--- config.mk ---
export PLATFORM = sky130hd
export DESIGN_NAME = svf_ctrl
export DESIGN_NICKNAME = d
export VERILOG_FILES = /design/src/rtl/svf_pkg.sv /design/src/rtl/svf_ctrl.sv
export SDC_FILE = /design/constraint.sdc
export NUM_CORES = 1
export LEC_CHECK = 0
export ABC_AREA = 1
export ABC_CLOCK_PERIOD_IN_PS = 1200
export BUFFER_PORTS_ARGS = -buffer_cell sky130_fd_sc_hd__buf_2
export CAP_MARGIN = 15
export CORE_AREA = 2 2 39 41
export CTS_BUF_LIST = sky130_fd_sc_hd__clkbuf_4 sky130_fd_sc_hd__clkbuf_8
export DETAILED_ROUTE_END_ITERATION = 7
export DIE_AREA = 0 0 41 43
export GPL_TIMING_DRIVEN = 0
export SETUP_SLACK_MARGIN = 0.1
export SLEW_MARGIN = 20
export SYNTH_ARGS = -nofsm -noshare
export SYNTH_HDL_FRONTEND = slang
export SYNTH_SLANG_ARGS = --single-unit
export TNS_END_PERCENT = 1
--- constraint.sdc ---
create_clock -name clk -period 1.2 [get_ports clk]
set_input_delay 0.24 -clock clk [delete_from_list [all_inputs] [get_ports clk]]
set_output_delay 0.24 -clock clk [all_outputs]
set_load 0.02 [all_outputs]
--- src/rtl/svf_pkg.sv ---
// ----------------------------------------------------------------------------
// svf_pkg: shared types and constants of the state variable filter
// Widths, register indexes, datapath commands and the saturation helper.
// ----------------------------------------------------------------------------
package svf_pkg;

	localparam int SAMPLE_WIDTH_DEF = 24;
	localparam int COEF_FRAC_DEF    = 16;

	localparam int STATE_W    = 32;
	localparam int COEF_W     = 24;
	localparam int MIX_W      = 17;
	localparam int MIX_FRAC   = 16;
	localparam int MODE_W     = 3;
	localparam int REG_IDX_W  = 3;
	localparam int CFG_DATA_W = 24;
	localparam int PROD_W     = COEF_W + 1 + STATE_W;
	localparam int SUM_W      = PROD_W + 1;

	localparam logic signed [SUM_W-1:0] S32_MAX =
		{{(SUM_W-STATE_W+1){1'b0}}, {(STATE_W-1){1'b1}}};
	localparam logic signed [SUM_W-1:0] S32_MIN =
		{{(SUM_W-STATE_W+1){1'b1}}, {(STATE_W-1){1'b0}}};

	typedef enum logic [REG_IDX_W-1:0] {
		REG_MODE    = 3'd0,
		REG_ALPHA0  = 3'd1,
		REG_ALPHA   = 3'd2,
		REG_RHO     = 3'd3,
		REG_AUX_MIX = 3'd4
	} reg_idx_t;

	// codes above the band-stop blend pass the sample through
	typedef enum logic [MODE_W-1:0] {
		MODE_LP = 3'd0,
		MODE_HP = 3'd1,
		MODE_BP = 3'd2,
		MODE_BS = 3'd3
	} mode_t;

	typedef enum logic [2:0] {
		MUL_NONE,
		MUL_RHO_Z1,
		MUL_A0_E,
		MUL_G_HP,
		MUL_G_BP,
		MUL_MIX_HP,
		MUL_MIXC_LP
	} mul_op_t;

	typedef enum logic [3:0] {
		ACC_NONE,
		ACC_E,
		ACC_HP,
		ACC_BP,
		ACC_Z1,
		ACC_LP,
		ACC_Z2,
		ACC_BS0,
		ACC_BS1
	} acc_op_t;

	typedef enum logic [2:0] {
		OUT_LP,
		OUT_HP,
		OUT_BP,
		OUT_BS,
		OUT_X
	} out_sel_t;

	typedef enum logic [3:0] {
		ST_IDLE,
		ST_PASS,
		ST_MUL_E,
		ST_ACC_E,
		ST_MUL_HP,
		ST_ACC_HP,
		ST_MUL_BP,
		ST_ACC_BP,
		ST_ACC_Z1,
		ST_ACC_LP,
		ST_ACC_Z2,
		ST_BS0,
		ST_BS1,
		ST_OUT
	} svf_state_t;

	typedef struct packed {
		logic     load_x;
		mul_op_t  mul;
		acc_op_t  acc;
		logic     load_out;
		out_sel_t out_sel;
	} svf_cmd_t;

	function automatic logic signed [STATE_W-1:0] sat32(input logic signed [SUM_W-1:0] v);
		logic signed [SUM_W-1:0] r;
		r = v;
		if (v > S32_MAX) begin
			r = S32_MAX;
		end else if (v < S32_MIN) begin
			r = S32_MIN;
		end
		return r[STATE_W-1:0];
	endfunction

endpackage

--- src/rtl/svf_ctrl.sv ---
// ----------------------------------------------------------------------------
// svf_ctrl: filter sequencer
// Steps the datapath through one sample and owns the channel handshakes.
// ----------------------------------------------------------------------------
module svf_ctrl
	import svf_pkg::*;
(
	input  logic              clk,
	input  logic              arst_n,
	input  logic              in_valid,
	input  logic              out_ready,
	input  logic [MODE_W-1:0] mode,
	output logic              in_ready,
	output logic              out_valid,
	output svf_cmd_t          cmd
);

	svf_state_t state_q, state_d;
	logic       out_valid_q;
	logic       slot_free;

	assign slot_free = !out_valid_q || out_ready;

	always_ff @(posedge clk or negedge arst_n) begin
		if (!arst_n) begin
			state_q     <= ST_IDLE;
			out_valid_q <= 1'b0;
		end else begin
			state_q <= state_d;
			if (cmd.load_out) begin
				out_valid_q <= 1'b1;
			end else if (out_ready) begin
				out_valid_q <= 1'b0;
			end
		end
	end

	// next state
	always_comb begin
		state_d = state_q;
		unique case (state_q)
			ST_IDLE: begin
				if (in_valid) begin
					state_d = (mode > MODE_BS) ? ST_PASS : ST_MUL_E;
				end
			end
			ST_PASS: begin
				if (slot_free) begin
					state_d = ST_IDLE;
				end
			end
			ST_MUL_E:  state_d = ST_ACC_E;
			ST_ACC_E:  state_d = ST_MUL_HP;
			ST_MUL_HP: state_d = ST_ACC_HP;
			ST_ACC_HP: state_d = ST_MUL_BP;
			ST_MUL_BP: state_d = ST_ACC_BP;
			ST_ACC_BP: state_d = ST_ACC_Z1;
			ST_ACC_Z1: state_d = ST_ACC_LP;
			ST_ACC_LP: state_d = ST_ACC_Z2;
			ST_ACC_Z2: state_d = ST_BS0;
			ST_BS0:    state_d = ST_BS1;
			ST_BS1:    state_d = ST_OUT;
			ST_OUT: begin
				if (slot_free) begin
					state_d = ST_IDLE;
				end
			end
			default:   state_d = ST_IDLE;
		endcase
	end

	// outputs
	always_comb begin
		in_ready     = 1'b0;
		cmd.load_x   = 1'b0;
		cmd.mul      = MUL_NONE;
		cmd.acc      = ACC_NONE;
		cmd.load_out = 1'b0;
		cmd.out_sel  = OUT_X;
		unique case (state_q)
			ST_IDLE: begin
				in_ready   = 1'b1;
				cmd.load_x = in_valid;
			end
			ST_PASS: begin
				cmd.load_out = slot_free;
			end
			ST_MUL_E:  cmd.mul = MUL_RHO_Z1;
			ST_ACC_E:  cmd.acc = ACC_E;
			ST_MUL_HP: cmd.mul = MUL_A0_E;
			ST_ACC_HP: cmd.acc = ACC_HP;
			ST_MUL_BP: cmd.mul = MUL_G_HP;
			ST_ACC_BP: cmd.acc = ACC_BP;
			ST_ACC_Z1: begin
				cmd.acc = ACC_Z1;
				cmd.mul = MUL_G_BP;
			end
			ST_ACC_LP: cmd.acc = ACC_LP;
			ST_ACC_Z2: begin
				cmd.acc = ACC_Z2;
				cmd.mul = MUL_MIX_HP;
			end
			ST_BS0: begin
				cmd.acc = ACC_BS0;
				cmd.mul = MUL_MIXC_LP;
			end
			ST_BS1:    cmd.acc = ACC_BS1;
			ST_OUT: begin
				cmd.load_out = slot_free;
				unique case (mode)
					MODE_LP: cmd.out_sel = OUT_LP;
					MODE_HP: cmd.out_sel = OUT_HP;
					MODE_BP: cmd.out_sel = OUT_BP;
					default: cmd.out_sel = OUT_BS;
				endcase
			end
			default: begin
			end
		endcase
	end

	assign out_valid = out_valid_q;

endmodule

==> metrics.cfg, run 1 <==
[min_path]
min_to=out_valid
hp-start=out_ready
whs_path_depth=2
hold_class=in -> reg

[worst_setup_path]
r2r_setup_slack_ns=0.02
path_depth=4
r2r_start=state_q[3]
cp.arrival_ns=1.23
critical_path_class=reg -> out
critPathMaxStageDelay_ns=0.45
critPathTopFamily=flip-flops
worstPathMaxFanout=5
cp_num_buf_inv=1
startpoint_type=flip-flop
r2r-end=state_q[2]
worst_path_max_delay_cell=dfrtp_2
rr_worst_depth=8
critPathCaptureType=output pin
cp.required_ns=0.96
crit_chain=nor2_4 > nand3_4 > nor2_4 > buf_6
cpMostUsedCell=nor2_4

[global_route]
antenna_found_initial=0
grt_pass1_vias=460
grt_overflow=0
grt_max_degree=8
track_usage_pct=14.2
grt_pass1_wl_um=1760

[pwr]
peakVddDrop_mv=1.31
p_leak_nw=0.422
p_clk_share_pct=10.1
power_density_nw_per_um2=2850
swShare_pct=49.0
seqPwrFrac_pct=16.7
power.total_mw=2.19
power.switching_mw=1.07
comb_power_share_pct=73.3
p_int_mw=1.12

[timing]
fin_ws_ns=-0.270
max_slew_margin_pct=85.5
worst_slew_pin_slew_ns=0.217
hold_viol=0
max_freq_mhz=680
setup_viol=13
slew_viol_final=0
finalCritPeriodShare_pct=123
fin_worst_skew_ns=0.000412
layout_min_cycle_time_ns=1.47
rsz0062_at_grt=yes

[synth]
yosys.area.top_type=dfrtp_1
synth_edf_count=0
seq_area_frac_synth_pct=30.7
synth_fp_nets=74
async_flop_share_pct=100
syn_inst=67
yosysMostFrequentCell=nand2_1
synth_warnings=0
synth.area.top_cells=dfrtp_1 31%, nand2_1 16%, nor2_1 15%
netlist_top_cells_count=17 x nand2_1, 16 x nor2_1, 8 x inv_1, 5 x dfrtp_1, 5 x nand2_2
netlist_area_um2=408
synth_top_area_share_pct=30.7
yosys_most_used_dff=dfrtp_1
ys_seq_elements=5
syn_area_per_cell_um2=6.09
ys_types=13

[cts]
numCtsBuffers=3
clock-sinks=5
cts_buffer_depth=2
clockRootBuffer=clkbuf_4
worstSkewPairLatency_ns=0.24
cts_tree=yes
htree_levels=1
clk_pin_slew_ns=0.04

[detailed_routing]
drt.antenna.violating_nets=0
drt_first_pass_iters=2
vias_per_cell=4.56
drt-total-wl_um=1130
wl_per_cell_um=9.53
vias=538
drc=0
drt_iter0_drc=5

[run_status]
violations=negative setup slack
outcome=finished, violations left

[place]
dp_hpwl_um=783
gp_congestion=0.727
place_inst=103
place.port_buffers=20
place_ws_ns=-0.130

[final_layout]
final_cells=118
area_delta_synth_final_pct=88.7
utilization_pct=55.6
nets=110
drive_gt1_share_pct=62.7
diodes=0

[floorplanning]
coreArea_um2=1380
dieHeight_um=43
fp.dieArea_um2=1760
pin_count=21
dieWidth_um=41
rows=14
initial_core_util_pct=29.5

[flow_run]
max_cap_viol_count=0

metal layers:
layer  part of all wire [%]  GRT usage [%]  vias to the layer above  wire length (um)
met5                      0              0                        -                 0
met4                    2.4           8.00                        0                27
met3                    4.5           2.09                        3                51
met2                     52           21.3                       13               588
met1                     41           18.6                      248               458
li1                       -              -                      274                 -
cells in the final DEF, fill, tap and decap left out:
cell type,netlist,layout
nor2_1,16,8
nand3_4,0,1
buf_6,1,5
o21ai_0,2,2
dfrtp_1,5,3
a21oi_2,0,1
inv_2,2,2
o22ai_2,0,2
nor2_4,1,3
nor2_2,0,6
inv_1,8,6
inv_4,0,2
a21oi_1,4,3
dlygate4sd3_1,0,1
nand2_1,17,13
buf_2,0,10
nand2_4,0,2
buf_4,0,16
nand3_1,3,2
clkbuf_4,0,4
nand3_2,1,1
dfrtp_2,0,2
nand2_2,5,7
per-stage QoR:
step	hold WS [ns]	area, um^2	setup TNS [ns]
finish	0.207	769	-3.08
CTS	0.200	713	-3.17
floorplan	-0.0556	459	0
global placement	0.0570	579	-0.744
detailed placement	0.0594	579	-0.815
global route	0.218	769	-4.16
flip-flops by register name (all words and copies together) (netlist names):
register,cells
state_q,4
out_valid,1
final cells by class:
| cell class | count | area, um^2 |
|---|---|---|
| Inverter | 10 | 42.5 |
| Fill cell | 138 | 614 |
| Timing Repair Buffer | 31 | 225 |
| Sequential cell | 5 | 128 |
| Clock buffer | 4 | 30.0 |
| Tap cell | 16 | 20.0 |
| Buffer | 1 | 11.3 |
| Multi-Input combinational cell | 51 | 313 |
what timing repair did:
action | in CTS | in global routing
hold buffers | 1 | 0
endpoints found under the hold margin | 5 | 0
setup buffers | 8 | 2
setup endpoints to repair | 18 | 17
gates resized for setup | 15 | 14
pin swaps | 4 | 3
worst max path at each step:
stage               slack (ns)     end        from
floorplan               0.0008  cmd[5]  state_q[2]
global placement         -0.12  cmd[9]  state_q[2]
detailed placement       -0.13  cmd[3]  state_q[2]
CTS                      -0.28  cmd[3]  state_q[3]
global route             -0.33  cmd[3]  state_q[3]
finish                   -0.27  cmd[1]  state_q[1]
power groups by stage:
stage | Combinational (mW) | Clock (mW) | Sequential (mW)
floorplan | 0.868 | 0 | 0.356
global placement | 1.14 | 0 | 0.350
detailed placement | 1.15 | 0 | 0.351
CTS | 1.45 | 0.230 | 0.340
global route | 1.78 | 0.242 | 0.375
finish | 1.61 | 0.220 | 0.366
kinds of logic after synthesis:
logic type | synth area share, %
compound gates | 10.4
simple gates | 46.9
buf+inv | 12.0
flops | 30.7
(Power assumes the default switching activity.)
==> run 2: changes to the inputs <==
Settings changed: ABC_AREA 1 to default.
==> run 2 against run 1 <==
Compared with the run above:
- the run still ends with negative setup slack left
- sequential share of layout area increased by 0.39 points
- clock-buffer cell count is the same
- via count is 8.4% lower
- first-iteration DRC count is 120% higher
- global-route usage grew 1.1 points
- combinational power hardly changed
- final cell count down 15%
- synthesized cell count decreased by 21%
- non-clock buffer count down 1
- utilization down 1.8 points
==> metrics.cfg, run 2 <==
[final_layout]
largest_reg_flops=4
largest-register=state_q
final_common_cell=buf_4
area_delta_synth_final_pct=70.0
diodes=0
stdcell_area_um2=744
nFillCells=125
ff_latch_area_um2=126
multi_input_area_um2=317
drive_gt1_share_pct=59.5
layout_common_cells=11 x buf_4, 10 x buf_2, 9 x buf_6, 7 x nand2_1
nets=92
utilization_pct=53.8

[worst_setup_path]
startpoint_type=flip-flop
cpMostUsedCell=buf_6
cp.required_ns=0.96
worst_path_max_delay_cell=dfrtp_1
r2r_start=state_q[3]
critPathMaxStageDelay_ns=0.36
r2r_setup_slack_ns=-0.05
rr_worst_depth=5
cp_num_buf_inv=2
critPathCaptureType=output pin
cp.arrival_ns=1.35
r2r-end=state_q[1]
critPathTopFamily=simple AND/OR/NAND/NOR gates
worstPathMaxFanout=9
crit_chain=buf_6 > nor4_4 > and2_4 > buf_6
critical_path_class=reg -> out

[global_route]
track_usage_pct=15.4
grt_max_degree=11
grt_overflow=0
grt_pass1_vias=460
antenna_found_initial=0
grt_pass1_wl_um=1880

[floorplanning]
fp.dieArea_um2=1760
initial_core_util_pct=31.6
coreArea_um2=1380
rows=14
dieHeight_um=43
pin_count=21
dieWidth_um=41

[synth]
async_flop_share_pct=100
synth.area.top_cells=dfrtp_1 29%, buf_6 10%, nand2_1 6.9%
ys_types=23
synth_top_area_share_pct=28.6
syn_inst=53
syn_area_per_cell_um2=8.26
seq_area_frac_synth_pct=28.6
ys_seq_elements=5
synth_warnings=0
synth_edf_count=0
synth_fp_nets=60
yosys.area.top_type=dfrtp_1
netlist_area_um2=438
netlist_top_cells_count=8 x nand2_1, 7 x nor2_1, 5 x dfrtp_1, 4 x buf_6
yosys_most_used_dff=dfrtp_1
yosysMostFrequentCell=nand2_1

[timing]
fin_ws_ns=-0.386
setup_viol=15
slew_viol_final=0
rsz0062_at_grt=yes
tns_ns=-3.99
hold_viol=0
finalCritPeriodShare_pct=132
max_freq_mhz=630
layout_min_cycle_time_ns=1.59
fin_worst_skew_ns=0.00838
worst_slew_pin_slew_ns=0.333
hold_ws_ns=0.320
max_slew_margin_pct=77.7

[min_path]
hp-start=out_ready
min_to=state_q[0]
hold_class=in -> reg
whs_path_depth=4

[cts]
numCtsBuffers=3
clock-sinks=5
htree_levels=1
worstSkewPairLatency_ns=0.25
clockRootBuffer=clkbuf_4
clk_pin_slew_ns=0.05
cts_tree=yes
cts_buffer_depth=2

[detailed_routing]
drt_iter0_drc=11
vias_per_cell=4.93
vias=493
drt_first_pass_iters=4
drt.antenna.violating_nets=0
drc=0
wl_per_cell_um=11.6
drt-total-wl_um=1160

[place]
place.port_buffers=20
gp_congestion=0.724
dp_hpwl_um=807
dpl_cell_area_um2=579

[run_status]
outcome=finished, violations left
violations=negative setup slack

[pwr]
power_density_nw_per_um2=2950
peakVddDrop_mv=1.21
p_leak_nw=0.350

[flow_run]
max_cap_viol_count=0

==> run 2: cell types whose count changed in the layout (fill, tap and decap cells not counted), sizes merged, moves of 2 or more <==
cell,before,now
nand2,22,8
nor2,17,7
o21ai,2,5
nand2b,0,3
a21oi,4,2
nand3,4,2
nor2b,0,2
inv,10,2
==> run 2: power breakdown <==
| group | switching [mW] | internal (mW) |
|---|---|---|
| sequential | 0.0767 | 0.255 |
| clock | 0.0779 | 0.149 |
| combinational | 0.854 | 0.786 |
| total | 1.01 | 1.19 |
==> run 2: cell type report <==
cell class / instances / share of cell area, %
tap: 16 / 2.69
sequential: 5 / 17.0
timing repair buffer: 27 / 26.7
buffer: 4 / 6.05
inverter: 2 / 1.01
multi-input combinational: 42 / 42.5
clock buffer: 4 / 4.03
==> run 2: how the worst max path moves through the flow <==
stage                          start  endpoint  slack, ns  depth (start not counted)
after floorplan           state_q[1]   cmd[11]      -0.24                          3
after global placement    state_q[1]    cmd[0]      -0.20                          5
after detailed placement  state_q[1]    cmd[0]      -0.21                          5
after CTS                 state_q[1]   cmd[11]      -0.39                          4
after global routing      state_q[1]    cmd[3]      -0.46                          5
final                     state_q[1]   cmd[11]      -0.39                          4
==> run 2: routing by layer <==
layer	part of all wire, %	GRT usage (%)	vias to the layer above
li1	-	-	247
met1	44	20.3	233
met2	52	23.4	11
met3	2.2	1.57	2
met4	1.5	8.00	0
met5	0	0	-
==> run 2: logic make-up after synthesis <==
kind of cell | Yosys count | share of synthesized area [%]
simple gates | 28 | 36.9
buf+inv | 6 | 12.0
compound gates | 13 | 20.3
flops | 5 | 28.6
mux | 1 | 2.29
==> run 2: worst min-delay path, cell delays in order <==
cell	delay [ns]
buf_2	0.08
nor2b_1	0.08
nand2_1	0.09
a221oi_2	0.05
==> run 2: stage by stage <==
stage	power, mW	setup WS [ns]	std cells
2_1_floorplan	1.28	-0.238	53
3_3_place_gp	1.58	-0.202	89
3_5_place_dp	1.58	-0.209	89
4_1_cts	2.16	-0.391	100
5_1_grt	2.35	-0.461	100
6_report	2.20	-0.386	100
==> run 2: repair_timing <==
item	4_1_cts	5_1_grt
gates cloned	0	0
setup buffers	6	0
endpoints found under the setup margin	16	17
hold buffers	1	0
pin swaps	8	0
gates resized for setup	22	3
endpoints found under the hold margin	5	0
